File: config.mk
export PLATFORM = sky130hd
export DESIGN_NAME = rcbe_ctrl
export DESIGN_NICKNAME = d
export VERILOG_FILES = /design/src/rcbe_pkg.sv /design/src/rcbe_ctrl.sv
export SDC_FILE = /design/constraint.sdc
export NUM_CORES = 1
export LEC_CHECK = 0
export BUFFER_PORTS_ARGS = -buffer_cell sky130_fd_sc_hd__buf_2
export CAP_MARGIN = 20
export CORE_MARGIN = 2
export CORE_UTILIZATION = 65
export CTS_BUF_LIST = sky130_fd_sc_hd__clkbuf_4
export DETAILED_ROUTE_END_ITERATION = 16
export PLACE_DENSITY = 0.92
export SYNTH_ARGS = -nofsm -noshare
export SYNTH_HDL_FRONTEND = slang
export SYNTH_SLANG_ARGS = --single-unit
File: constraint.sdc
create_clock -name clk -period 10.41 [get_ports clk]
set_clock_uncertainty 0.05 [all_clocks]
set_input_delay 3.123 -clock clk [delete_from_list [all_inputs] [get_ports clk]]
set_output_delay 3.123 -clock clk [all_outputs]
set_load 0.005 [all_outputs]
File: src/rcbe_pkg.sv
// ----------------------------------------------------------------------------
// rcbe_pkg: shared constants and types of the 3x3 rgb blur / edge filter
// line store geometry, register codes, pipeline tags and output item layout
// ----------------------------------------------------------------------------
package rcbe_pkg;

  localparam int MAX_WIDTH  = 2048;
  localparam int COL_W      = $clog2(MAX_WIDTH);
  localparam int EW_W       = COL_W + 1;
  localparam int MAX_HEIGHT = 4096;
  localparam int ROW_W      = 13;
  localparam int OROW_W     = 12;

  localparam int CH_W   = 8;
  localparam int NUM_CH = 3;
  localparam int PIX_W  = NUM_CH * CH_W;
  localparam int LINE_W = 2 * PIX_W;
  localparam int CSUM_W = 10;
  localparam int SUM_W  = 12;

  localparam int CFG_IDX_W  = 3;
  localparam int CFG_DATA_W = 13;

  localparam logic [CFG_IDX_W-1:0] REG_FILTER_MODE  = 3'd0;
  localparam logic [CFG_IDX_W-1:0] REG_IMAGE_WIDTH  = 3'd1;
  localparam logic [CFG_IDX_W-1:0] REG_IMAGE_HEIGHT = 3'd2;
  localparam logic [CFG_IDX_W-1:0] REG_FIRST_ROW    = 3'd3;
  localparam logic [CFG_IDX_W-1:0] REG_STOP_ROW     = 3'd4;

  localparam logic MODE_BLUR    = 1'b0;
  localparam logic MODE_LAPLACE = 1'b1;

  localparam logic [SUM_W-1:0] RECIP_NINE = 12'd3641;
  localparam int               RECIP_SHIFT = 15;

  localparam int FIFO_DEPTH = 8;
  localparam int FIFO_AW    = $clog2(FIFO_DEPTH);
  localparam int FIFO_CW    = FIFO_AW + 1;

  typedef struct packed {
    logic             valid;
    logic             wr;
    logic             emit;
    logic             filt;
    logic             last;
    logic             mode;
    logic [COL_W-1:0] addr;
    logic [PIX_W-1:0] bot;
  } issue_t;

  typedef struct packed {
    logic e1;
    logic e2;
    logic e3;
  } pipe_busy_t;

  typedef struct packed {
    logic [CH_W-1:0] red;
    logic [CH_W-1:0] green;
    logic [CH_W-1:0] blue;
    logic            frame_end;
  } out_item_t;

endpackage

File: src/rcbe_ctrl.sv
// ----------------------------------------------------------------------------
// rcbe_ctrl: registers, raster counters and item admission
// decides per item whether it counts, whether it yields a result and how
// ----------------------------------------------------------------------------
module rcbe_ctrl (
  input  logic                           clk,
  input  logic                           rst,
  input  logic                           cfg_write,
  input  logic [rcbe_pkg::CFG_IDX_W-1:0]  cfg_index,
  input  logic [rcbe_pkg::CFG_DATA_W-1:0] cfg_data,
  input  logic                           in_valid,
  output logic                           in_stall,
  input  logic                           action,
  input  logic [rcbe_pkg::CH_W-1:0]       pixel_red,
  input  logic [rcbe_pkg::CH_W-1:0]       pixel_green,
  input  logic [rcbe_pkg::CH_W-1:0]       pixel_blue,
  input  rcbe_pkg::pipe_busy_t            busy,
  input  logic [rcbe_pkg::FIFO_CW-1:0]    fifo_count,
  output rcbe_pkg::issue_t                issue
);

  localparam int EW_W   = rcbe_pkg::EW_W;
  localparam int ROW_W  = rcbe_pkg::ROW_W;
  localparam int COL_W  = rcbe_pkg::COL_W;
  localparam int OROW_W = rcbe_pkg::OROW_W;
  localparam int PEND_W = rcbe_pkg::FIFO_CW + 1;

  logic              cfg_mode;
  logic [11:0]       cfg_width;
  logic [12:0]       cfg_height;
  logic [12:0]       cfg_first;
  logic [12:0]       cfg_stop;

  logic [COL_W-1:0]  in_col;
  logic [ROW_W-1:0]  in_row;
  logic [COL_W-1:0]  out_col;
  logic [OROW_W-1:0] out_row;

  logic [EW_W-1:0]   eff_w;
  logic [ROW_W-1:0]  eff_h;
  logic [PEND_W-1:0] pending;
  logic [ROW_W-1:0]  r_plus;
  logic              draining;
  logic              take;
  logic              emit;
  logic              in_col_wrap;
  logic              out_col_wrap;
  logic              border;
  logic              filt;
  logic              last;
  logic              restart;

  always_comb begin
    priority if (cfg_width == '0) begin
      eff_w = EW_W'(1);
    end else if (32'(cfg_width) > rcbe_pkg::MAX_WIDTH) begin
      eff_w = EW_W'(rcbe_pkg::MAX_WIDTH);
    end else begin
      eff_w = EW_W'(cfg_width);
    end
    priority if (cfg_height == '0) begin
      eff_h = ROW_W'(1);
    end else if (32'(cfg_height) > rcbe_pkg::MAX_HEIGHT) begin
      eff_h = ROW_W'(rcbe_pkg::MAX_HEIGHT);
    end else begin
      eff_h = cfg_height;
    end
  end

  // results already queued or on their way must fit the output queue
  assign pending = PEND_W'(fifo_count) + PEND_W'(busy.e1) + PEND_W'(busy.e2)
                 + PEND_W'(busy.e3);
  assign in_stall = pending >= PEND_W'(rcbe_pkg::FIFO_DEPTH);

  assign draining     = in_row >= eff_h;
  assign take         = in_valid && !in_stall && (action == draining);
  assign emit         = (in_row >= ROW_W'(2)) || ((in_row == ROW_W'(1)) && (in_col != '0));
  assign in_col_wrap  = (EW_W'(in_col) + EW_W'(1)) >= eff_w;
  assign out_col_wrap = (EW_W'(out_col) + EW_W'(1)) >= eff_w;
  assign r_plus       = ROW_W'(out_row) + ROW_W'(1);
  assign border       = (out_row == '0) || (r_plus >= eff_h) || (out_col == '0) || out_col_wrap;
  assign filt         = !border && (ROW_W'(out_row) >= cfg_first)
                      && (ROW_W'(out_row) < cfg_stop);
  assign last         = (r_plus == eff_h) && ((EW_W'(out_col) + EW_W'(1)) == eff_w);
  assign restart      = cfg_write && ((cfg_index == rcbe_pkg::REG_IMAGE_WIDTH)
                      || (cfg_index == rcbe_pkg::REG_IMAGE_HEIGHT));

  always_comb begin
    issue.valid = take;
    issue.wr    = !action;
    issue.emit  = emit;
    issue.filt  = filt;
    issue.last  = last;
    issue.mode  = cfg_mode;
    issue.addr  = in_col;
    issue.bot   = action ? '0 : {pixel_red, pixel_green, pixel_blue};
  end

  always_ff @(posedge clk) begin
    if (rst) begin
      cfg_mode   <= rcbe_pkg::MODE_BLUR;
      cfg_width  <= 12'd2048;
      cfg_height <= 13'd4096;
      cfg_first  <= '0;
      cfg_stop   <= 13'd4096;
      in_col     <= '0;
      in_row     <= '0;
      out_col    <= '0;
      out_row    <= '0;
    end else begin
      if (restart) begin
        in_col  <= '0;
        in_row  <= '0;
        out_col <= '0;
        out_row <= '0;
      end else if (take) begin
        if (emit && last) begin
          in_col  <= '0;
          in_row  <= '0;
          out_col <= '0;
          out_row <= '0;
        end else begin
          if (in_col_wrap) begin
            in_col <= '0;
            in_row <= in_row + ROW_W'(1);
          end else begin
            in_col <= in_col + COL_W'(1);
          end
          if (emit) begin
            if (out_col_wrap) begin
              out_col <= '0;
              out_row <= out_row + OROW_W'(1);
            end else begin
              out_col <= out_col + COL_W'(1);
            end
          end
        end
      end
      if (cfg_write) begin
        unique case (cfg_index)
          rcbe_pkg::REG_FILTER_MODE: begin
            cfg_mode <= cfg_data[0];
          end
          rcbe_pkg::REG_IMAGE_WIDTH: begin
            cfg_width <= cfg_data[11:0];
          end
          rcbe_pkg::REG_IMAGE_HEIGHT: begin
            cfg_height <= cfg_data;
          end
          rcbe_pkg::REG_FIRST_ROW: begin
            cfg_first <= cfg_data;
          end
          rcbe_pkg::REG_STOP_ROW: begin
            cfg_stop <= cfg_data;
          end
          default: begin
          end
        endcase
      end
    end
  end

  a_in_col_range: assert property (@(posedge clk) disable iff (rst)
    EW_W'(in_col) < eff_w)
    else $error("input column beyond row width");

  a_out_row_range: assert property (@(posedge clk) disable iff (rst)
    ROW_W'(out_row) < eff_h)
    else $error("output row beyond image height");

endmodule

After elaboration in Yosys (flattened, before gate mapping). Index checks and enable logic that the tools add are counted. Widths: inputs -> output; s select.

Magnitude comparators: 10. Equal/unequal tests: 8. Reductions and logical operators: 34. Add/subtract/negate cells: 10. Muxes and demuxes: 15.

Operators with widths (number): $mux 12 (5); $mux 11 (5); $mux 13 (4); $ge 13x13->1 (2); $add 11x1->12 const B (2); $ge 12x12->1 (2); $logic_not 12->1 (2); $mux 24 (1); $add 11x1->11 const B (2); $reduce_and 2->1 (7); $add 12x1->13 const B (1); $add 13x1->13 const B (1); $eq 13x1->1 const B (1); $eq 13x13->1 (1); $ge 12x13->1 (1); $ge 13x2->1 const B (1); $gt 13x13->1 const B (1); $logic_not 13->1 (1); $lt 12x13->1 (1); $add 12x1->12 const B (1); $eq 12x12->1 (1); $gt 12x12->1 const B (1); $logic_not 11->1 (1); $reduce_bool 11->1 (1); other kinds (14) (31).

Flip-flop bits (word level): 99. Output and inout port bits: 42.

Longest topological paths before layout.
Word-level depth: 10. Gate-level depth with buffers: 15. Depth with buffers taken out: 13.

Least setup slack after synthesis. No wires, ideal clock.

Path kind: input to output. Start point: in busy[0] (netlist name). End point: out issue[40] (netlist name). Data arrival time: 5087 ps. Slack: 2150 ps. Stages on the path: 9. Cell sequence: fa_1 > ha_1 > fa_1 > and4b_1 > o21ai_0 > a21o_1 > inv_2 > buf_2 > buf_4.

Cells in the longest elaborated chain, start to end: 5.

Ends and longest elaborated chain: start: declaration (line rcbe_ctrl.sv:17) `input rcbe_pkg::pipe_busy_t busy,`; $add 5x1->5 (line rcbe_ctrl.sv:72) `+ PEND_W'(busy.e3);`; $ge 5x4->1 (line rcbe_ctrl.sv:73) `assign in_stall = pending >= PEND_W'(rcbe_pkg::FIFO_DEPTH);`; $logic_not 1->1 (line rcbe_ctrl.sv:76) `assign take = in_valid && !in_stall && (action == draining);`; $logic_and 1x1->1 (2 in a row) (line rcbe_ctrl.sv:76); end: declaration (line rcbe_ctrl.sv:19) `output rcbe_pkg::issue_t issue`.

Every way passes these cells.

==> results.txt <==
H-tree Lvls = 3
Routability cong. = 0.8935
Clock Tree Root = clkbuf_4
Post-CTS setup buffers = 0
Dpl hpwl = 12960 um
Max clock buf depth = 2
Largest net degree at the start of global routing = 55
Clk sink count = 99
Pwr dens = 88.40 mW/mm2
Seq/Total Area, Yosys = 28.88%
Measured slew at the worst slew-check pin = 1.097 ns
Die ar. = 0.01140 mm2
CP Cell Sequence = buf_2, fa_1, ha_1, fa_1, and4b_1, o21ai_0, a21o_1, buf_4, inv_2, buf_2
GR Overflow Total = 0
Crit path capture = issue[40]
Final Max Tran Viols = 0
I/O Pins = 94
Post-CTS resize count = 0
Initial DRC Count = 685
Ys Warns = 0
Post-Layout Cell Count = 1087
Initial antenna violation count = 1
DRT met1 WL = 7433 um
Area contributors post-synth = dfxtp_1 (29%), ha_1 (15%), nand2_1 (8.4%)
Syn Inst Count = 884
Required time of the critical path = 7.24 ns
Worst r2r src = out_row[1]$_SDFFE_PP0P_
Distinct cell type count after synthesis = 63
Crit path from = busy[0]
Max Cap Viol = 0
Max Fclk = 116.0 MHz
Final nets = 1083
Routed length on met3 = 1492 um
Syn Area/Cell = 7.763 um2
CTS tree = done
CP Launch Type = primary input
Cell Area, Synth = 0.006863 mm2
EDFF count, synth = 0
Kind of end point of the critical path = output pin
Port buffer count = 93
Starting Density = 66.78%
Reg2reg path depth = 13
Clock Latency Late Sink = 0.51 ns
Area Growth Syn to Fin = 8.624%
DR WL met2 = 8127 um
FF-to-FF End = in_row[8]$_SDFFE_PP0P_
Area occupied by multi-input gates = 0.004502 mm2
Layout cell share with drive strength beyond 1 = 13.58%
Critical path's slowest cell = fa_1
Die height = 106.8 um
First-pass GRT wire length = 28680 um
Worst VDD drop = 0.00009927 V
Worst hold path type = reg -> reg
Placement Rows = 37
Final Cycle Share = 82.82%
Fillers = 874
RSZ-0062 raised after global routing = no
Relative slew slack = 26.60%
Synthesized flop and latch total = 99
Synth area leader = dfxtp_1
Floorplan core area = 0.01028 mm2
Register area = 0.001982 mm2
Async SR Flop Fraction = 0%
Top sig layer = met4
Final TNS setup = 0 ns
Die Width = 106.8 um
Post-CTS Hold Fix Bufs = 0
Mean routed wirelength per cell = 16.17 um
Leakage = 3.071 nW
Mapped Nets = 1022
Dominant synthesized flop cell = dfxtp_1
Worst path arrival time = 5.45 ns
Total CTS buffers = 9
Pwr Total = 0.6590 mW
Crit-path max cell delay = 0.48 ns
Overall Global Routing Usage = 31.27%
Post-synth top area share = 28.88%
Final setup vio count = 0
Max FO, Critical Path = 25
Worst setup path category = in -> out
Vias post-DR = 6754
Pre-Repair DR Iteration Count = 5
Routed Wire Length = 17580 um
Minimum clock period = 8.621 ns
Vias in the first global route = 6111
Flop2flop setup slack = 5.67 ns
Final Hold Viols = 0
Via/cell ratio = 6.213
CTS clk-pin slew, worst paths = 0.16 ns
Routed Antenna Nets = 0
Status = finished, final reports clean
Placed insts = 1070
DRC = 0
==> kinds of logic after synthesis <==
family                   share of synthesized area, %
AO/OA/AOI/OAI                                   19.31
AND/OR/NAND/NOR                                 26.75
XOR/XNOR                                        3.573
buffers and inverters                           5.597
adder cells (fa/ha/maj)                         15.90
flip-flops                                      28.88
==> report_power, final <==
group          internal (mW)  switching (mW)  leakage, nW  total (mW)
Clock                 0.0543           0.145       0.0630       0.199
Combinational         0.0279          0.0446         2.21      0.0726
Sequential             0.384         0.00339        0.799       0.387
Total                  0.466           0.193         3.07       0.659
==> cell type report <==
cell class / instances / share of cell area, %
Multi-Input combinational cell: 693 / 60.39
Inverter: 42 / 2.115
Clock buffer: 10 / 1.007
Antenna cell: 1 / 0.03357
Sequential cell: 99 / 26.59
Clock inverter: 6 / 0.6378
Timing Repair Buffer: 100 / 6.949
Tap cell: 136 / 2.283
==> stage by stage <==
stage / hold slack [ns] / worst slack, ns / util, % / instance area (um2)
after floorplan: 0.3857 / 2.150 / - / 6863
after global placement: 0.3924 / 1.839 / 71.32 / 7330
after detailed placement: 0.3967 / 1.810 / 71.32 / 7330
after CTS: 0.4166 / 1.797 / 72.51 / 7452
final: 0.4151 / 1.789 / 72.53 / 7455
after global routing: 0.4356 / 1.687 / 72.53 / 7455
==> synth_stat cells (all sizes together) (13+ instances only) <==
master,number
nor2,39
nand3,32
xnor2,17
a21oi,101
nor4,13
ha,84
o21ai,34
nand2,156
and3,20
dfxtp,99
clkbuf,38
a21o,18
or3,14
inv,42
nor2b,29
nand4,20
==> routing by layer <==
layer,track usage (%),vias to the layer above
li1,-,3275
met1,40.87,3127
met2,50.55,307
met3,6.322,45
met4,12.71,0
met5,0,-
==> placed cells by master (no fill, tap or decap), drive strengths merged, types with 6 or more instances in the layout <==
cell,n
xor2,11
nor2b,29
a32o,6
nand4b,12
nor3,8
nand4,20
nor2,39
a21oi,101
a21o,18
nor4,13
or3,14
inv,45
ha,84
dfxtp,99
nand3,32
and3,20
o311ai,6
a211oi,6
clkbuf,10
xnor2,17
nand2,156
o22ai,9
o31ai,6
buf,100
o21ai,34
==> worst min-delay path by stage <==
stage                                     startpoint                    endpoint  slack, ns  cells after the start
after floorplan           cfg_first[12]$_SDFFE_PP0P_  cfg_first[12]$_SDFFE_PP0P_       0.39                      2
after global placement      cfg_stop[3]$_SDFFE_PP0P_    cfg_stop[3]$_SDFFE_PP0P_       0.39                      2
after detailed placement    cfg_stop[8]$_SDFFE_PP0P_    cfg_stop[8]$_SDFFE_PP0P_       0.40                      2
after CTS                   cfg_stop[8]$_SDFFE_PP0P_    cfg_stop[8]$_SDFFE_PP0P_       0.42                      2
after global routing      cfg_first[10]$_SDFFE_PP0P_  cfg_first[10]$_SDFFE_PP0P_       0.44                      2
final                       cfg_stop[8]$_SDFFE_PP0P_    cfg_stop[8]$_SDFFE_PP0P_       0.42                      2
==> worst max-delay path: cells and delay by family <==
kind	cells	cell delay, ns
compound gates	2	0.32
buf+inv	4	0.68
simple gates	1	0.28
fa+ha+maj	3	1.05
==> state kept, by name (all words and copies together) (netlist names) <==
signal	cells
cfg_mode	1
cfg_height	13
in_col	11
out_row	12
in_row	13
cfg_stop	13
cfg_first	13
out_col	11
cfg_width	12
(Power assumes the default switching activity.)
