===== src/rcbe_pkg.sv =====
// ----------------------------------------------------------------------------
// rcbe_pkg: shared constants and types of the 3x3 rgb blur / edge filter
// line store geometry, register codes, pipeline tags and output item layout
// ----------------------------------------------------------------------------
package rcbe_pkg;

  localparam int MAX_WIDTH  = 2048;
  localparam int COL_W      = $clog2(MAX_WIDTH);
  localparam int EW_W       = COL_W + 1;
  localparam int MAX_HEIGHT = 4096;
  localparam int ROW_W      = 13;
  localparam int OROW_W     = 12;

  localparam int CH_W   = 8;
  localparam int NUM_CH = 3;
  localparam int PIX_W  = NUM_CH * CH_W;
  localparam int LINE_W = 2 * PIX_W;
  localparam int CSUM_W = 10;
  localparam int SUM_W  = 12;

  localparam int CFG_IDX_W  = 3;
  localparam int CFG_DATA_W = 13;

  localparam logic [CFG_IDX_W-1:0] REG_FILTER_MODE  = 3'd0;
  localparam logic [CFG_IDX_W-1:0] REG_IMAGE_WIDTH  = 3'd1;
  localparam logic [CFG_IDX_W-1:0] REG_IMAGE_HEIGHT = 3'd2;
  localparam logic [CFG_IDX_W-1:0] REG_FIRST_ROW    = 3'd3;
  localparam logic [CFG_IDX_W-1:0] REG_STOP_ROW     = 3'd4;

  localparam logic MODE_BLUR    = 1'b0;
  localparam logic MODE_LAPLACE = 1'b1;

  localparam logic [SUM_W-1:0] RECIP_NINE = 12'd3641;
  localparam int               RECIP_SHIFT = 15;

  localparam int FIFO_DEPTH = 8;
  localparam int FIFO_AW    = $clog2(FIFO_DEPTH);
  localparam int FIFO_CW    = FIFO_AW + 1;

  typedef struct packed {
    logic             valid;
    logic             wr;
    logic             emit;
    logic             filt;
    logic             last;
    logic             mode;
    logic [COL_W-1:0] addr;
    logic [PIX_W-1:0] bot;
  } issue_t;

  typedef struct packed {
    logic e1;
    logic e2;
    logic e3;
  } pipe_busy_t;

  typedef struct packed {
    logic [CH_W-1:0] red;
    logic [CH_W-1:0] green;
    logic [CH_W-1:0] blue;
    logic            frame_end;
  } out_item_t;

endpackage


===== src/rcbe_datapath.sv =====
// ----------------------------------------------------------------------------
// rcbe_datapath: line store read-modify-write and the 3x3 arithmetic
// window of column sums, box sum or laplacian, divide by nine
// ----------------------------------------------------------------------------
module rcbe_datapath (
  input  logic                        clk,
  input  logic                        rst,
  input  rcbe_pkg::issue_t             issue,
  input  logic [rcbe_pkg::LINE_W-1:0]  rd_data,
  output logic                        ram_we,
  output logic [rcbe_pkg::COL_W-1:0]   ram_waddr,
  output logic [rcbe_pkg::LINE_W-1:0]  ram_wdata,
  output rcbe_pkg::pipe_busy_t         busy,
  output logic                        push,
  output rcbe_pkg::out_item_t          push_item
);

  localparam int CH_W   = rcbe_pkg::CH_W;
  localparam int NUM_CH = rcbe_pkg::NUM_CH;
  localparam int PIX_W  = rcbe_pkg::PIX_W;
  localparam int LINE_W = rcbe_pkg::LINE_W;
  localparam int CSUM_W = rcbe_pkg::CSUM_W;
  localparam int SUM_W  = rcbe_pkg::SUM_W;
  localparam int PROD_W = 2 * SUM_W;

  rcbe_pkg::issue_t  s1;
  logic              fwd;
  logic [LINE_W-1:0] fwd_data;

  logic [PIX_W-1:0]  win_mid;
  logic [CSUM_W-1:0] cs_a [NUM_CH];
  logic [CSUM_W-1:0] cs_b [NUM_CH];

  logic              e2;
  logic              f2;
  logic              l2;
  logic              m2;
  logic [PIX_W-1:0]  centre2;
  logic [SUM_W-1:0]  total2 [NUM_CH];

  logic              e3;
  logic              f3;
  logic              l3;
  logic [PIX_W-1:0]  centre3;
  logic [SUM_W-1:0]  op3 [NUM_CH];

  logic [LINE_W-1:0] line;
  logic [PIX_W-1:0]  top;
  logic [PIX_W-1:0]  mid;
  logic [CSUM_W-1:0] newsum [NUM_CH];
  logic [SUM_W-1:0]  total [NUM_CH];
  logic [SUM_W-1:0]  c9 [NUM_CH];
  logic [SUM_W:0]    diff [NUM_CH];
  logic [SUM_W-1:0]  op [NUM_CH];
  logic [PROD_W-1:0] prod [NUM_CH];
  logic [CH_W-1:0]   chv [NUM_CH];

  // stage 1: line data, forwarded when the previous item wrote the same entry
  always_comb begin
    line      = fwd ? fwd_data : rd_data;
    top       = line[LINE_W-1:PIX_W];
    mid       = line[PIX_W-1:0];
    ram_we    = s1.valid && s1.wr;
    ram_waddr = s1.addr;
    ram_wdata = {mid, s1.bot};
    for (int ch = 0; ch < NUM_CH; ch++) begin
      newsum[ch] = CSUM_W'(top[ch*CH_W +: CH_W]) + CSUM_W'(mid[ch*CH_W +: CH_W])
                 + CSUM_W'(s1.bot[ch*CH_W +: CH_W]);
      total[ch]  = SUM_W'(cs_a[ch]) + SUM_W'(cs_b[ch]) + SUM_W'(newsum[ch]);
    end
  end

  // stage 2: dividend, laplacian clamped at zero
  always_comb begin
    for (int ch = 0; ch < NUM_CH; ch++) begin
      c9[ch]   = (SUM_W'(centre2[ch*CH_W +: CH_W]) << 3) + SUM_W'(centre2[ch*CH_W +: CH_W]);
      diff[ch] = {1'b0, c9[ch]} - {1'b0, total2[ch]};
      if (m2 == rcbe_pkg::MODE_BLUR) begin
        op[ch] = total2[ch];
      end else begin
        op[ch] = diff[ch][SUM_W] ? '0 : diff[ch][SUM_W-1:0];
      end
    end
  end

  // stage 3: divide by nine through the reciprocal, or pass the centre if unfiltered
  always_comb begin
    for (int ch = 0; ch < NUM_CH; ch++) begin
      prod[ch] = PROD_W'(op3[ch]) * PROD_W'(rcbe_pkg::RECIP_NINE);
      chv[ch]  = f3 ? prod[ch][rcbe_pkg::RECIP_SHIFT +: CH_W] : centre3[ch*CH_W +: CH_W];
    end
    push                = e3;
    push_item.red       = chv[2];
    push_item.green     = chv[1];
    push_item.blue      = chv[0];
    push_item.frame_end = l3;
  end

  assign busy.e1 = s1.valid && s1.emit;
  assign busy.e2 = e2;
  assign busy.e3 = e3;

  always_ff @(posedge clk) begin
    if (rst) begin
      s1      <= '0;
      fwd     <= 1'b0;
      win_mid <= '0;
      e2      <= 1'b0;
      e3      <= 1'b0;
      for (int ch = 0; ch < NUM_CH; ch++) begin
        cs_a[ch] <= '0;
        cs_b[ch] <= '0;
      end
    end else begin
      s1  <= issue;
      fwd <= issue.valid && s1.valid && s1.wr && (issue.addr == s1.addr);
      if (s1.valid) begin
        win_mid <= mid;
        for (int ch = 0; ch < NUM_CH; ch++) begin
          cs_b[ch] <= cs_a[ch];
          cs_a[ch] <= newsum[ch];
        end
      end
      e2 <= s1.valid && s1.emit;
      e3 <= e2;
    end
  end

  always_ff @(posedge clk) begin
    fwd_data <= ram_wdata;
    f2       <= s1.filt;
    l2       <= s1.last;
    m2       <= s1.mode;
    centre2  <= win_mid;
    f3       <= f2;
    l3       <= l2;
    centre3  <= centre2;
    for (int ch = 0; ch < NUM_CH; ch++) begin
      total2[ch] <= total[ch];
      op3[ch]    <= op[ch];
    end
  end

  a_fwd_source: assert property (@(posedge clk) disable iff (rst)
    fwd |-> s1.valid && $past(s1.valid && s1.wr) && (s1.addr == $past(s1.addr)))
    else $error("forwarding without a matching write");

endmodule


===== config.mk =====
export PLATFORM = sky130hd
export DESIGN_NAME = rcbe_datapath
export DESIGN_NICKNAME = d
export VERILOG_FILES = /design/src/rcbe_pkg.sv /design/src/rcbe_datapath.sv
export SDC_FILE = /design/constraint.sdc
export NUM_CORES = 1
export LEC_CHECK = 0
export ABC_AREA = 1
export ABC_CLOCK_PERIOD_IN_PS = 5500
export BUFFER_PORTS_ARGS = -buffer_cell sky130_fd_sc_hd__buf_2
export CORE_AREA = 3 3 329 234
export DETAILED_ROUTE_END_ITERATION = 10
export DIE_AREA = 0 0 332 237
export GPL_TIMING_DRIVEN = 0
export PLACE_DENSITY = 0.57
export SKIP_CTS_REPAIR_TIMING = 1
export SYNTH_ARGS = -nofsm -noshare
export SYNTH_HDL_FRONTEND = slang
export SYNTH_SLANG_ARGS = --single-unit

===== constraint.sdc =====
create_clock -name clk -period 5.5 [get_ports clk]
set_input_delay 0.55 -clock clk [delete_from_list [all_inputs] [get_ports clk]]
set_output_delay 0.55 -clock clk [all_outputs]
set_load 0.005 [all_outputs]

### Yosys cells after proc, flatten, opt, wreduce, memory -nomap -nowiden

Memory sizes are Yosys's and may differ from the RTL's.
Index checks and enable logic that the tools add are counted.

| operators by class | value |
|---|---|
| $add $sub $neg | 18 |
| multiply operators | 3 |
| equality and inequality tests | 1 |
| mux-type cells | 21 |
| bitwise operators | 6 |
| reductions and logical operators | 5 |

Operators by type and width:

| cell | count |
|---|---|
| 2-to-1 mux 12 bit | 6 |
| multiplier 12 x 12 -> 23 bit (second input constant) | 3 |
| 2-to-1 mux 10 bit | 6 |
| 2-to-1 mux 48 bit | 1 |
| subtractor 12 x 12 -> 13 bit | 3 |
| adder 11 x 10 -> 12 bit | 3 |
| adder 11 x 8 -> 12 bit | 3 |
| adder 10 x 10 -> 11 bit | 3 |
| adder 9 x 8 -> 10 bit | 3 |
| adder 8 x 8 -> 9 bit | 3 |
| 2-to-1 mux 8 bit | 3 |
| == test 11 bit | 1 |
| OR 1 bit | 6 |
| logical AND 1 bit | 5 |
| 2-to-1 mux 1 bit | 5 |

| word-level totals | value |
|---|---|
| register bits after elaboration | 169 |
| RAM bits | 132 |
| output and inout bits | 89 |
| logic and storage cells | 78 |
| memories kept | 4 |

Memory list:

| name | words | width | rd ports | clocked after memory_dff | wr ports | RTL line | text |
|---|---|---|---|---|---|---|---|
| op3 | 3 | 12 | 3 | 0 | 3 | rcbe_datapath.sv:45 | `logic [SUM_W-1:0] op3 [NUM_CH];` |
| total2 | 3 | 12 | 3 | 0 | 3 | rcbe_datapath.sv:39 | `logic [SUM_W-1:0] total2 [NUM_CH];` |
| cs_a | 3 | 10 | 3 | 0 | 3 | rcbe_datapath.sv:31 | `logic [CSUM_W-1:0] cs_a [NUM_CH];` |
| cs_b | 3 | 10 | 3 | 0 | 3 | rcbe_datapath.sv:32 | `logic [CSUM_W-1:0] cs_b [NUM_CH];` |

### Longest topological paths before layout

| depth | value |
|---|---|
| depth after elaboration | 4 |
| mapped depth | 23 |

### Worst setup path after synthesis

OpenSTA, ideal clock, no wires.

| timing | value |
|---|---|
| path kind | flip-flop to output port |
| from | memory op3[0][7] |
| to | output push_item[4] (netlist bit) |
| arrival time | 4.046 ns |
| required time | 4.950 ns |
| path slack | 0.904 ns |
| stages on the path, launching flop included | 22 |
| buffers on the path | 0 |
| cells stage by stage | dfxtp_1 inv_1 fa_1 inv_1 ha_1 inv_1 fa_1 inv_1 fa_1 inv_1 fa_1 inv_1 ha_1 nand2_1 nor2_1 nor2_1 nor2_1 nor2_1 nand2_1 xor2_1 nand2_1 nand2_1 |

RTL lines:

| element | RTL line | text |
|---|---|---|
| from (decl) | rcbe_datapath.sv:45 |  |
| to (decl) | rcbe_datapath.sv:15 | `output rcbe_pkg::out_item_t push_item` |

==> impl_metrics.env <==
export IMPL_synth_async_sr_flop_share_pct=0
export IMPL_grt_pass1_wl_mm=86.5
export IMPL_whs_path_depth=3
export IMPL_worstSetupPathType="reg -> out"
export IMPL_fmax_mhz=188
export IMPL_synth_nets=3152
export IMPL_max_slew_margin_pct=39.9
export IMPL_area_growth_pct=16.9
export IMPL_first_global_vias=16002
export IMPL_ios=180
export IMPL_grt_start_max_net_pins=70
export IMPL_drc=0
export IMPL_antenna_found_initial=3
export IMPL_port_buffers=178
export IMPL_synthFlopType="dfxtp_1"
export IMPL_n_antenna_cell=0
export IMPL_status="completed"
export IMPL_core_um2=74400
export IMPL_clkLatencyLatePin_ns=0.52
export IMPL_synth_seq_cells=301
export IMPL_via_per_inst=4.24
export IMPL_fp_dieArea_um2=78700
export IMPL_hold_path_class="in -> reg"
export IMPL_routedWlPerCell_um=14.3
export IMPL_worstPathMaxFanout=3
export IMPL_tightest_slew_ns=0.901
export IMPL_finClkSkew_ns=0.0172
export IMPL_drt_initial_drc_count=878
export IMPL_drive_above_1_share_pct=15.6
export IMPL_path_clk_slew_ns=0.06
export IMPL_initial_core_util_pct=29.7
export IMPL_synth_edf_count=60
export IMPL_end_kind="output pin"
export IMPL_gp_congestion=0.870
export IMPL_timing_hold_ws_ns=0.232
export IMPL_root_buffer="clkbuf_16"
export IMPL_report_final_slew_viol_count=0
export IMPL_gr_total_overflow=0
export IMPL_cts_htree_levels=2
export IMPL_cts_sinks=301
export IMPL_hpwl_mm=46.2
export IMPL_hold_violations=0
export IMPL_placementRows=84
export IMPL_drt_pass1_iter_count=5
export IMPL_clockBufferDepth=3
export IMPL_routed_wl_mm=54.6
export IMPL_detail_route_antenna_nets=0
export IMPL_synth_seq_area_share_pct=29.9
export IMPL_grt_usage_pct=13.7
export IMPL_ys_types=45
export IMPL_die_w_um=332
export IMPL_crit_required_ns=4.95
export IMPL_yosysWarningCount=0
export IMPL_fin_crit_ns=5.32
export IMPL_reg2regPathDepth=22
export IMPL_period_share_pct=96.7
export IMPL_cp_start_kind="flop"
export IMPL_setup_violations=0
export IMPL_num_vias=16234
export IMPL_final_nets=3373
export IMPL_die_height_um=237
export IMPL_syn_area_per_cell_um2=8.52
export IMPL_cts_buffers=34
export IMPL_synth_cells=2597
export IMPL_tritoncts="done"
export IMPL_drv_cap=0
export IMPL_syn_area_um2=22100
export IMPL_arrival_ns=4.77
## state kept, by name (all words and copies together) (netlist names), 6 cells and up
signal,cells
cs_b,30
total2,36
s1,6
fwd_data,48
win_mid,24
ram_waddr,11
cs_a,30
centre2,24
centre3,24
ram_wdata,24
op3,36
## synth_stat cells, types with 4 or more instances
master    count  area share [%]
ha_1        299              17
nand3b_1     10            0.34
nand2_2       9            0.25
o21ai_0      44             1.0
a21o_1       18            0.61
buf_2        10            0.23
xor2_1       48             1.9
o22ai_2      12            0.68
o21ai_2      21            0.83
dfxtp_1     241              22
o21a_1        6            0.20
nand2_1     476             8.1
a21oi_1     103             2.3
nand3_1     111             2.5
nor2_1      199             3.4
buf_6         4            0.20
nand4_1      11            0.31
xnor2_1      37             1.5
edfxtp_1     60             8.1
or2_2         6            0.17
a31oi_1       5            0.14
o22ai_1       6            0.17
clkbuf_1     22            0.37
mux2i_1       6            0.27
o21bai_1     12            0.41
buf_4        38             1.3
inv_1       563             9.5
nor3_1       20            0.45
fa_1        165              15
## path summary, 6_finish.rpt
check / startpoint / end / slack [ns]
worst max-delay path: op3[0][7] / push_item[8] / 0.18
worst min-delay path: issue[3] / ram_wdata[3] / 0.23
worst min register to register: f2 / f3 / 0.33
worst max register to register: fwd / total2[0][22] / 0.53
## final cells by class
type / instances / area, µm²
timing repair buffer: 185 / 943
inverter: 565 / 2120
clock inverter: 6 / 57.6
fill: 7740 / 48500
sequential: 301 / 6680
tap: 989 / 1240
multi-input combinational: 1654 / 13200
clock buffer: 54 / 1100
buffer: 77 / 477
## layer usage
layer  vias up  track usage [%]  share of wire, %  routed length (µm)
met4         4             2.54               1.4                 761
met2       345             20.5                41               22400
met1      7324             20.4                52               28300
li1       8508                -                 -                   -
met3        53             2.68               5.8                3160
met5         -                0             0.026                  14
## through the flow
stage | setup slack, ns | std cells | setup TNS, ns | area [µm²] | util, %
detailed placement | 0.221 | 3764 | 0 | 24300 | 32.6
global placement | 0.240 | 3764 | 0 | 24300 | 32.6
floorplan | 0.904 | 2597 | 0 | 22100 | -
global route | -0.0383 | 3831 | -0.104 | 25900 | 34.8
CTS | -0.353 | 3824 | -1.86 | 25400 | 34.2
finish | 0.181 | 3831 | 0 | 25900 | 34.8
## kinds of logic (layout without fill, tap and decap cells)
logic type,Yosys count,after routing,share of synthesized area (%)
and+or+nand+nor,855,855,15.9
buffers and inverters,642,887,11.7
adders and majority gates,464,464,31.8
DFF,301,301,29.9
AOI/OAI and AO/OA,244,244,6.98
xor gates and xnor gates,85,85,3.36
muxes,6,6,0.271
## placed cells by master (no fill, tap or decap), drive strengths merged, types with 3 or more instances in the layout
| cell | synthesis | final |
|---|---|---|
| xor2 | 48 | 48 |
| o211ai | 3 | 3 |
| buf | 55 | 240 |
| a31oi | 5 | 5 |
| fa | 165 | 165 |
| xnor2 | 37 | 37 |
| a211oi | 3 | 3 |
| clkinv | 0 | 4 |
| nor4 | 3 | 3 |
| dfxtp | 241 | 241 |
| a21o | 18 | 18 |
| o2111ai | 3 | 3 |
| nand4 | 11 | 11 |
| o31ai | 3 | 3 |
| ha | 299 | 299 |
| nor3 | 20 | 20 |
| o21ai | 65 | 65 |
| clkbuf | 22 | 76 |
| nand2 | 485 | 485 |
| nand3 | 113 | 113 |
| or2 | 10 | 10 |
| nor2 | 200 | 200 |
| o21bai | 12 | 12 |
| a21oi | 103 | 103 |
| o21a | 6 | 6 |
| o311ai | 3 | 3 |
| nand3b | 10 | 10 |
| mux2i | 6 | 6 |
| edfxtp | 60 | 60 |
| inv | 565 | 565 |
| o22ai | 18 | 18 |
## critical path: stages, from the launching register on
cell and delay [ns]:
dfxtp_4 0.34, buf_4 0.15, fa_1 0.45, ha_1 0.34
ha_1 0.33, fa_1 0.56, inv_1 0.06, fa_1 0.53
inv_1 0.04, ha_1 0.34, a21oi_2 0.23, nor2_4 0.06
nor2_2 0.17, nor2_1 0.06, nor2_1 0.14, nand2_1 0.07
nand2_1 0.06, nand3_1 0.07, nand2_2 0.13, buf_2 0.12
Power is left out: the tool's default activity adds up to more than one toggle a clock period on the data nets, which glitch-free logic cannot reach.
