==> config.mk <==
export PLATFORM = sky130hd
export DESIGN_NAME = rcbe_out_fifo
export DESIGN_NICKNAME = d
export VERILOG_FILES = /design/src/rcbe_pkg.sv /design/src/rcbe_out_fifo.sv
export SDC_FILE = /design/constraint.sdc
export NUM_CORES = 1
export LEC_CHECK = 0
export BUFFER_PORTS_ARGS = -buffer_cell sky130_fd_sc_hd__buf_4
export CAP_MARGIN = 20
export CORE_UTILIZATION = 47
export CTS_BUF_LIST = sky130_fd_sc_hd__clkbuf_8
export DETAILED_ROUTE_END_ITERATION = 16
export SYNTH_ARGS = -nofsm -noshare
export SYNTH_HDL_FRONTEND = slang
export SYNTH_SLANG_ARGS = --single-unit
export TNS_END_PERCENT = 50
==> constraint.sdc <==
create_clock -name clk -period 6.5 [get_ports clk]
set_input_delay 0.325 -clock clk [delete_from_list [all_inputs] [get_ports clk]]
set_output_delay 0.325 -clock clk [all_outputs]
set_load 0.01 [all_outputs]
==> src/rcbe_pkg.sv <==
// ----------------------------------------------------------------------------
// rcbe_pkg: shared constants and types of the 3x3 rgb blur / edge filter
// line store geometry, register codes, pipeline tags and output item layout
// ----------------------------------------------------------------------------
package rcbe_pkg;

  localparam int MAX_WIDTH  = 2048;
  localparam int COL_W      = $clog2(MAX_WIDTH);
  localparam int EW_W       = COL_W + 1;
  localparam int MAX_HEIGHT = 4096;
  localparam int ROW_W      = 13;
  localparam int OROW_W     = 12;

  localparam int CH_W   = 8;
  localparam int NUM_CH = 3;
  localparam int PIX_W  = NUM_CH * CH_W;
  localparam int LINE_W = 2 * PIX_W;
  localparam int CSUM_W = 10;
  localparam int SUM_W  = 12;

  localparam int CFG_IDX_W  = 3;
  localparam int CFG_DATA_W = 13;

  localparam logic [CFG_IDX_W-1:0] REG_FILTER_MODE  = 3'd0;
  localparam logic [CFG_IDX_W-1:0] REG_IMAGE_WIDTH  = 3'd1;
  localparam logic [CFG_IDX_W-1:0] REG_IMAGE_HEIGHT = 3'd2;
  localparam logic [CFG_IDX_W-1:0] REG_FIRST_ROW    = 3'd3;
  localparam logic [CFG_IDX_W-1:0] REG_STOP_ROW     = 3'd4;

  localparam logic MODE_BLUR    = 1'b0;
  localparam logic MODE_LAPLACE = 1'b1;

  localparam logic [SUM_W-1:0] RECIP_NINE = 12'd3641;
  localparam int               RECIP_SHIFT = 15;

  localparam int FIFO_DEPTH = 8;
  localparam int FIFO_AW    = $clog2(FIFO_DEPTH);
  localparam int FIFO_CW    = FIFO_AW + 1;

  typedef struct packed {
    logic             valid;
    logic             wr;
    logic             emit;
    logic             filt;
    logic             last;
    logic             mode;
    logic [COL_W-1:0] addr;
    logic [PIX_W-1:0] bot;
  } issue_t;

  typedef struct packed {
    logic e1;
    logic e2;
    logic e3;
  } pipe_busy_t;

  typedef struct packed {
    logic [CH_W-1:0] red;
    logic [CH_W-1:0] green;
    logic [CH_W-1:0] blue;
    logic            frame_end;
  } out_item_t;

endpackage

==> src/rcbe_out_fifo.sv <==
// ----------------------------------------------------------------------------
// rcbe_out_fifo: small result queue in front of the output channel
// decouples the pipeline from output stalls
// ----------------------------------------------------------------------------
module rcbe_out_fifo (
  input  logic                        clk,
  input  logic                        rst,
  input  logic                        push,
  input  rcbe_pkg::out_item_t          push_item,
  output logic                        out_valid,
  input  logic                        out_stall,
  output rcbe_pkg::out_item_t          head,
  output logic [rcbe_pkg::FIFO_CW-1:0] count
);

  localparam int AW = rcbe_pkg::FIFO_AW;
  localparam int CW = rcbe_pkg::FIFO_CW;

  rcbe_pkg::out_item_t store [rcbe_pkg::FIFO_DEPTH];
  logic [AW-1:0]       wr_ptr;
  logic [AW-1:0]       rd_ptr;
  logic                pop;

  assign out_valid = count != '0;
  assign pop       = out_valid && !out_stall;
  assign head      = store[rd_ptr];

  always_ff @(posedge clk) begin
    if (rst) begin
      wr_ptr <= '0;
      rd_ptr <= '0;
      count  <= '0;
    end else begin
      if (push) begin
        wr_ptr <= wr_ptr + AW'(1);
      end
      if (pop) begin
        rd_ptr <= rd_ptr + AW'(1);
      end
      count <= count + CW'(push) - CW'(pop);
    end
  end

  always_ff @(posedge clk) begin
    if (push) begin
      store[wr_ptr] <= push_item;
    end
  end

  a_no_overflow: assert property (@(posedge clk) disable iff (rst)
    push |-> count != CW'(rcbe_pkg::FIFO_DEPTH))
    else $error("result pushed into a full queue");

  a_count_range: assert property (@(posedge clk) disable iff (rst)
    count <= CW'(rcbe_pkg::FIFO_DEPTH))
    else $error("queue count out of range");

endmodule

---- Word level (Yosys, flattened, before mapping) ----
Memory sizes are Yosys's and may differ from the RTL's. A register that Yosys moved wholly into a read port is not among the register bits.
Index checks and enable logic that the tools add are counted.
word-level totals
  register bits after elaboration ......... 10
  word-level logic and storage cells ...... 15
  bits of input ports ..................... 29
  memories kept ........................... 1
  memory bits (writable) .................. 200
  output and inout port bits .............. 30
cells by class
  $add $sub $neg .......................... 4
  mux-type cells .......................... 4
  reductions and logical operators ........ 3
memories
  name   depth  width  read ports  clocked after memory_dff  wr ports  line                 text
  store  8      25     1           1                         1         rcbe_out_fifo.sv:19  rcbe_pkg::out_item_t store [rcbe_pkg::FIFO_DEPTH];
operator list
  operator                                     number
  adder 3 x 1 -> 3 bit, second input constant  2
  two-way mux 3 bit                            2
  adder 4 x 1 -> 4 bit                         1
  nonzero test 4 bit                           1
  subtractor 4 x 1 -> 4 bit                    1
  two-way mux 1 bit                            2
  logical AND 1 bit                            1
  zero test 1 bit                              1

---- Longest topological paths before layout ----
Gate-level depths: netlist of the first run.
  depth in word-level cells ............... 4
  depth in mapped cells ................... 10
  mapped depth without buffers ............ 10

---- Least setup slack after synthesis of the first run ----
Ideal clock, no wire load.
  kind .................................... register to register
  from .................................... register wr_ptr[2]
  to ...................................... memory store[0][0] (netlist bit), enable pin
  period minus slack after synthesis ...... 2670 ps
  stages on the path, launching flop included .. 3
  path slack .............................. 3830 ps
  required time ........................... 6062 ps
  buffers on the path ..................... 0
  data arrival time ....................... 2231 ps
  setup time .............................. 438 ps
  cells stage by stage .................... dfxtp_1 -> nand2b_1 -> nor3_1
RTL lines
  what                    line                 text
  start, declared         rcbe_out_fifo.sv:20  logic [AW-1:0] wr_ptr;
  start signal, assigned  rcbe_out_fifo.sv:35  wr_ptr <= wr_ptr + AW'(1);
  end, declared           rcbe_out_fifo.sv:19
Straight into the memory's write port.

==> metrics.md, run 1 <==
| Metric | Value |
|---|---|
| Max stage delay cell, worst path | `buf_4` |
| Drt pass-1 iters | `4` |
| Vias/cell | `5.468` |
| # diodes | `0` |
| Die Y | `135.2 µm` |
| Via count | `3822` |
| Clk Latency, worst-skew pair | `0.50 ns` |
| Vias in the first global route | `4149` |
| Most used cell, CP | `buf_4` |
| Required time worst endpoint | `6.17 ns` |
| Commonest non-fill, non-tap cell in the layout | `edfxtp_1` |
| TritonCTS clock tree | `done` |
| I/O pin count | `59` |
| Largest net degree at the start of global routing | `51` |
| Peak VDD IR | `0.2002 mV` |
| Post-CTS Hold Fix Bufs | `0` |
| Critical path cell sequence | `buf_4, mux4_1, mux2_2, buf_4` |
| Max Cap Viol | `0` |
| DRC viols | `0` |
| CP peak stage delay | `0.66 ns` |
| Max-slew headroom | `0.4168` |
| Worst Path Buf+Inv | `2` |
| Antenna violations before repair | `0` |
| Yosys top cell area share | `0.7206` |
| Inst Count DP | `641` |
| Main combinational cell family by area after synthesis | `multiplexers` |
| Post-CTS setup buffers | `0` |
| Crit Path Max Fanout | `50` |
| Hold crit path type | `in2reg` |
| Yosys warning total | `0` |
| CP arrival | `2.63 ns` |
| Synth top area cells | `edfxtp_1, mux4_1, mux2_2` |
| Seq/Total Area, Yosys | `0.7518` |
| Status | `completed` |
| WHS | `0.05823 ns` |
| Clock-pin slew on the worst setup and hold paths | `0.06 ns` |
| Core Footprint | `17300 µm²` |
| Mapped Area | `8334 µm²` |
| Die Wd | `135.2 µm` |
| Die area | `18270 µm²` |
| Clock Skews | `0.01652 ns` |
| Placement Setup Slack | `4.039 ns` |
| Drt wl/cell | `21.41 µm` |
| Final setup viols | `0` |
| Crit path kind | `reg2out` |
| Final max-slew violation count | `0` |
| Global-route wire length before repair | `22.92 mm` |
| Xor-xnor portion of the synthesized cell area | `0.003153` |
| Synth Instances | `363` |
| Routed WL | `14.97 mm` |
| Initial Util | `0.4818` |
| Power per cell area | `313.6 nW/µm²` |
| Crit start category | `flip-flop` |
| Final setup TNS | `0 ns` |
| Seq cells post-synth | `213` |
| Share of cells above drive strength 1 | `0.3080` |
| Gp weighted congestion | `0.6904` |
| Post-DP HPWL | `7.483 mm` |
| Crit path depth | `4` |
| Grt ovf | `0` |
| Final setup margin | `3.548 ns` |
| Max Clk Rate | `0.3388 GHz` |
| Final Non-Filler Cells | `699` |
| I/O Buffers | `58` |
| Period minus WS final | `2.952 ns` |
| Root cell of the clock tree | `clkbuf_8` |
| Clk buf depth | `3` |
| Compound-gate portion of the synthesized area | `0.008557` |
| Worst reg2reg endpoint | `count[1]$_SDFF_PP0_` |
| Post-Synth Adder-Cell Area | `0.01141` |
| Post-synthesis mux area share | `0.1926` |
| Syn avg cell area | `22.96 µm²` |
| Row Count | `48` |
| Iteration-0 DRC Markers | `184` |
| Worst setup path endpoint | `head[1]` |
| R2R Setup Slk | `4.11 ns` |
| Synth Area in Simple Gates | `0.01711` |
| Nets | `490` |
| Resized cells post-CTS | `0` |
| Worst-Margin Slew | `0.8748 ns` |
| P&R area growth vs syn | `15.76%` |
| RSZ-0062 raised after global routing | `no` |
| Filler cell count | `1336` |
| Hold Vio Cnt, Final | `0` |
| Reg2reg path depth | `9` |
| Leak | `3.275 nW` |
| Total track usage | `0.1736` |
| Post-synth top area cell | `edfxtp_1` |
| Num CTS Buffers | `36` |
| Yosys cell types | `26` |
| Most frequent cells in the layout | `edfxtp_1, buf_4, mux4_1` |
| CTS Sinks | `213` |
| Number of nets with antenna violations after routing | `0` |
| Cell family with most CP delay | `multiplexers` |
| Final period util | `0.4541` |
| Critical Path Sink Type | `primary output` |
| Syn nets | `399` |
| Total chip power | `3.026 mW` |
| H-tree Lvls | `2` |
| R2R Path Start | `count[2]$_SDFF_PP0_` |
| Worst hold path depth | `1` |
==> layer usage <==
| metal | vias up | global-route usage | routed length, µm | share of wire |
|---|---|---|---|---|
| met1 | 1981 | 0.2324 | 6789 | 0.45 |
| met4 | 0 | 0.05805 | 269 | 0.018 |
| met2 | 89 | 0.2781 | 7237 | 0.48 |
| met3 | 23 | 0.04527 | 669 | 0.045 |
| met5 | - | 0 | 0 | 0 |
| li1 | 1729 | - | - | - |
==> flip-flops by register name, indices dropped and copies added, names as in the netlist, named ones only <==
register  cells
rd_ptr        3
count         4
store       200
wr_ptr        3
==> stage by stage <==
stage                 util  instance area (µm²)
floorplan                -                 8334
global placement    0.5236                 9056
detailed placement  0.5236                 9056
CTS                 0.5578                 9648
global route        0.5578                 9648
finish              0.5578                 9648
==> cell usage after synthesis (all sizes together) <==
| cell | count |
|---|---|
| a21o | 1 |
| a21oi | 8 |
| a31o | 1 |
| buf | 13 |
| clkbuf | 3 |
| dfxtp | 13 |
| edfxtp | 200 |
| fa | 1 |
| ha | 6 |
| inv | 6 |
| mux2 | 25 |
| mux2i | 1 |
| mux4 | 50 |
| nand2 | 3 |
| nand2b | 5 |
| nand3 | 1 |
| nor2 | 12 |
| nor2b | 1 |
| nor3 | 3 |
| nor3b | 1 |
| o21ai | 3 |
| or3 | 2 |
| or3b | 1 |
| xnor2 | 1 |
| xor2 | 2 |
==> logic make-up (layout without fill, tap and decap cells) <==
group | count (synthesis) | in the layout
buf+inv | 22 | 133
compound gates | 13 | 13
fa+ha+maj | 7 | 7
mux | 76 | 76
xor+xnor | 3 | 3
simple gates | 29 | 29
flops | 213 | 213
==> power breakdown <==
group	internal (mW)	switching, mW
clock network	0.521	0.475
registers	1.55	0.0178
logic	0.240	0.221
==> cell type report <==
cell class	count	area, µm²	area share
Clock inverter	21	82.58	0.008559
Tap cell	225	281.5	0.02918
Sequential cell	213	6269	0.6497
Inverter	6	22.52	0.002334
Timing Repair Buffer	69	518.0	0.05369
Clock buffer	37	509.2	0.05278
Multi-Input combinational cell	128	1966	0.2037
==> worst min-delay path by stage <==
stage	start	to
floorplan	rst	rd_ptr[2]$_SDFFE_PP0P_
global placement	rd_ptr[2]$_SDFFE_PP0P_	rd_ptr[2]$_SDFFE_PP0P_
detailed placement	rd_ptr[2]$_SDFFE_PP0P_	flip-flop
CTS	push_item[0]	store[0][0]$_DFFE_PP_
global route	push_item[0]	store[0][0]$_DFFE_PP_
finish	push_item[20]	store[7][20]$_DFFE_PP_
(Power assumes the default switching activity.)
==> run 2: changes to the inputs <==
--- a/config.mk
+++ b/config.mk
@@ -5,6 +5,7 @@
 export SDC_FILE = /design/constraint.sdc
 export NUM_CORES = 1
 export LEC_CHECK = 0
+export ABC_AREA = 1
 export BUFFER_PORTS_ARGS = -buffer_cell sky130_fd_sc_hd__buf_4
 export CAP_MARGIN = 20
 export CORE_UTILIZATION = 47
==> constraint.sdc (replaced) <==
create_clock -name clk -period 3 [get_ports clk]
set_input_delay 0.15 -clock clk [delete_from_list [all_inputs] [get_ports clk]]
set_output_delay 0.15 -clock clk [all_outputs]
set_load 0.01 [all_outputs]
==> metrics.md, run 2 <==
| Metric | Value |
|---|---|
| Status | `completed (unchanged)` |
| Leak | `4.938 nW (was 3.275 nW)` |
| TritonCTS clock tree | `done (unchanged)` |
| Max Clk Rate | `0.4404 GHz` |
| Initial Util | `0.4853 (was 0.4818)` |
| Iteration-0 DRC Markers | `371 (was 184)` |
| Post-CTS setup buffers | `0 (unchanged)` |
| Async S/R FF share, synth | `0 (unchanged)` |
| Row Count | `50 (was 48)` |
| Number of nets with antenna violations after routing | `0 (unchanged)` |
| Total track usage | `0.1991 (was 0.1736)` |
| Final setup TNS | `0 ns (unchanged)` |
| Post-Layout Inst Area | `10840 µm² (was 9648 µm²)` |
| Synth Instances | `931 (was 363)` |
| Yosys cell types | `17 (was 26)` |
| Syn nets | `967 (was 399)` |
| Post-CTS Hold Fix Bufs | `28 (was 0)` |
| Syn avg cell area | `9.882 µm² (was 22.96 µm²)` |
| Synth cell count leaders | `nand2_1, edfxtp_1, inv_1, nand3_1, buf_2 (was edfxtp_1, mux4_1, mux2_2, dfxtp_1, nor2_1)` |
| Die Y | `141.9 µm (was 135.2 µm)` |
| P&R area growth vs syn | `17.82% (was 15.76%)` |
| Post-synthesis mux area share | `0 (was 0.1926)` |
| Mapped Area | `9200 µm² (was 8334 µm²)` |
| Final setup margin | `0.7291 ns (was 3.548 ns)` |
| Critical Path Sink Type | `primary output (unchanged)` |
| Routed WL | `19.23 mm (was 14.97 mm)` |
| Hold Vio Cnt, Final | `0 (unchanged)` |
| Hold crit path type | `in2reg (unchanged)` |
| Synth top area cells | `edfxtp_1, nand2_1, inv_1 (was edfxtp_1, mux4_1, mux2_2)` |
| Critical path cell sequence | `inv_2, nand2_1, nand2_1, buf_4 (was buf_4, mux4_1, mux2_2, buf_4)` |
| Nets | `1070 (was 490)` |
| Peak VDD IR | `0.4727 mV (was 0.2002 mV)` |
| Top-count cell post-synth | `nand2_1 (was edfxtp_1)` |
| Yosys warning total | `0 (unchanged)` |
| Clock Skews | `0.02921 ns (was 0.01652 ns)` |
| RSZ-0062 raised after global routing | `no (unchanged)` |
| Global-route wire length before repair | `30.28 mm (was 22.92 mm)` |
| Die Wd | `141.9 µm (was 135.2 µm)` |
| Worst-Margin Slew | `0.6874 ns (was 0.8748 ns)` |
| Grt ovf | `0 (unchanged)` |
| Number of flip-flops in the largest register | `200 (unchanged)` |
| Post-synth top area cell | `edfxtp_1 (unchanged)` |
| Post-DP HPWL | `10.11 mm (was 7.483 mm)` |
| Num CTS Buffers | `36 (unchanged)` |
| Largest Register | `store (unchanged)` |
| Root cell of the clock tree | `clkbuf_8 (unchanged)` |
| Seq/Total Area, Yosys | `0.6811 (was 0.7518)` |
| Hold Startpoint | `rst (was push_item[20])` |
| Clk buf depth | `3 (unchanged)` |
| Vias/cell | `4.661 (was 5.468)` |
| Max Cap Viol | `0 (unchanged)` |
| Placement Setup Slack | `0.8907 ns (was 4.039 ns)` |
| Crit start category | `flip-flop (unchanged)` |
| Vias in the first global route | `5696 (was 4149)` |
| Final max-slew violation count | `0 (unchanged)` |
| Seq cells post-synth | `213 (unchanged)` |
| Required time worst endpoint | `2.85 ns (was 6.17 ns)` |
| Main combinational cell family by area after synthesis | `simple AND/OR/NAND/NOR gates (was multiplexers)` |
| Most used cell, CP | `nand2_1 (was buf_4)` |
| H-tree Lvls | `2 (unchanged)` |
| Predominant post-synthesis flop cell | `edfxtp_1 (unchanged)` |
| Top Registers | `store: 200 flops, count: 4 flops (unchanged)` |
| DRC viols | `0 (unchanged)` |
| Commonest non-fill, non-tap cell in the layout | `nand2_1 (was edfxtp_1)` |
| Yosys top cell area share | `0.6528 (was 0.7206)` |
| CP arrival | `2.12 ns (was 2.63 ns)` |
| Max-slew headroom | `0.5418 (was 0.4168)` |
| Period minus WS final | `2.271 ns` |
| Resized cells post-CTS | `0 (unchanged)` |
| Final period util | `0.7570` |
| Largest net degree at the start of global routing | `101 (was 51)` |
| Worst Path Buf+Inv | `2 (unchanged)` |
| Clock-pin slew on the worst setup and hold paths | `0.06 ns (about the same)` |
| Power per cell area | `696.7 nW/µm² (was 313.6 nW/µm²)` |
| CP peak stage delay | `0.69 ns (was 0.66 ns)` |
| Drt wl/cell | `14.63 µm (was 21.41 µm)` |
| Via count | `6124 (was 3822)` |
| Core Footprint | `18960 µm² (was 17300 µm²)` |
| Crit Path Max Fanout | `25 (was 50)` |
| Share of cells above drive strength 1 | `0.1197 (was 0.3080)` |
| R2R Path Start | `count[2]$_SDFF_PP0_ (unchanged)` |
| Xor-xnor portion of the synthesized cell area | `0 (was 0.003153)` |
| I/O Buffers | `58 (unchanged)` |
| Placed inst area | `9972 µm² (was 9056 µm²)` |
| I/O pin count | `59 (unchanged)` |
| Post-Synth Adder-Cell Area | `0.01034 (was 0.01141)` |
| Crit path kind | `reg2out (unchanged)` |
| Clk Latency, worst-skew pair | `0.51 ns (was 0.50 ns)` |
| Post-synth EDFFs | `200 (unchanged)` |
| Cell family with most CP delay | `flip-flops (was multiplexers)` |
| WHS | `0.3598 ns (was 0.05823 ns)` |
| Max stage delay cell, worst path | `dfxtp_1 (was buf_4)` |
| Synth Area in Simple Gates | `0.2139 (was 0.01711)` |
| Antenna violations before repair | `1 (was 0)` |
| Drt pass-1 iters | `4 (unchanged)` |
| CTS Sinks | `213 (unchanged)` |
| Die area | `20140 µm² (was 18270 µm²)` |
| Compound-gate portion of the synthesized area | `0.005440 (was 0.008557)` |
| Final setup viols | `0 (unchanged)` |
| Gp weighted congestion | `0.7551 (was 0.6904)` |
| Most frequent cells in the layout | `nand2_1, edfxtp_1, inv_1 (was edfxtp_1, buf_4, mux4_1)` |
## run 2: kinds of logic after synthesis
kind of cell,Yosys count
AOI/OAI and AO/OA,10
adders and majority gates,7
buffers and inverters,206
DFF,213
and+or+nand+nor,495
## run 2: worst register-to-register path, cell delays in order, from the launching register on
cell	delay, ns
dfxtp_1	0.33
inv_1	0.06
ha_1	0.20
a21oi_1	0.27
nand2_1	0.14
o21ai_0	0.11
ha_1	0.20
inv_1	0.06
fa_1	0.42
o21ai_0	0.18
a21oi_1	0.05
## run 2: path summary, 6_finish.rpt
kind / slack (ns) / depth (start not counted) / endpoint
max: 0.73 / 4 / head[4]
min: 0.36 / 3 / count[1]$_SDFF_PP0_
max reg2reg: 0.87 / 10 / count[2]$_SDFF_PP0_
min reg2reg: 0.50 / 2 / wr_ptr[0]$_SDFFE_PP0P_
## run 2: metrics by stage
step                      std cells  power [mW]  utilization
after CTS                      1313       7.660       0.5717
after global placement         1228       5.387       0.5261
after global routing           1314       8.004       0.5718
after floorplan                 931       4.704            -
after detailed placement       1228       5.414       0.5261
final                          1314       7.552       0.5718
## run 2: per-layer routing
layer | wire, µm | GRT usage | vias to the layer above | part of all wire
met2 | 9393 | 0.3368 | 120 | 0.49
li1 | - | - | 3123 | -
met3 | 865 | 0.03746 | 33 | 0.045
met1 | 8602 | 0.2591 | 2848 | 0.45
met4 | 365 | 0.06452 | 0 | 0.019
met5 | 0 | 0 | - | 0
## run 2: area by class of cell
class	count	area [µm²]
Sequential cell	213	6271
Antenna cell	1	2.502
Timing Repair Buffer	102	848.3
Inverter	169	634.4
Fill cell	1697	8117
Clock inverter	20	75.07
Tap cell	260	325.3
Clock buffer	37	509.2
Multi-Input combinational cell	512	2173
## run 2: where the power goes
part / total (mW) / internal [mW] / leakage (nW) / switching (mW)
clock network: 2.20 / 1.12 / 0.342 / 1.07
registers: 3.41 / 3.36 / 1.92 / 0.0519
logic: 1.94 / 0.725 / 2.67 / 1.22
total: 7.55 / 5.21 / 4.94 / 2.34
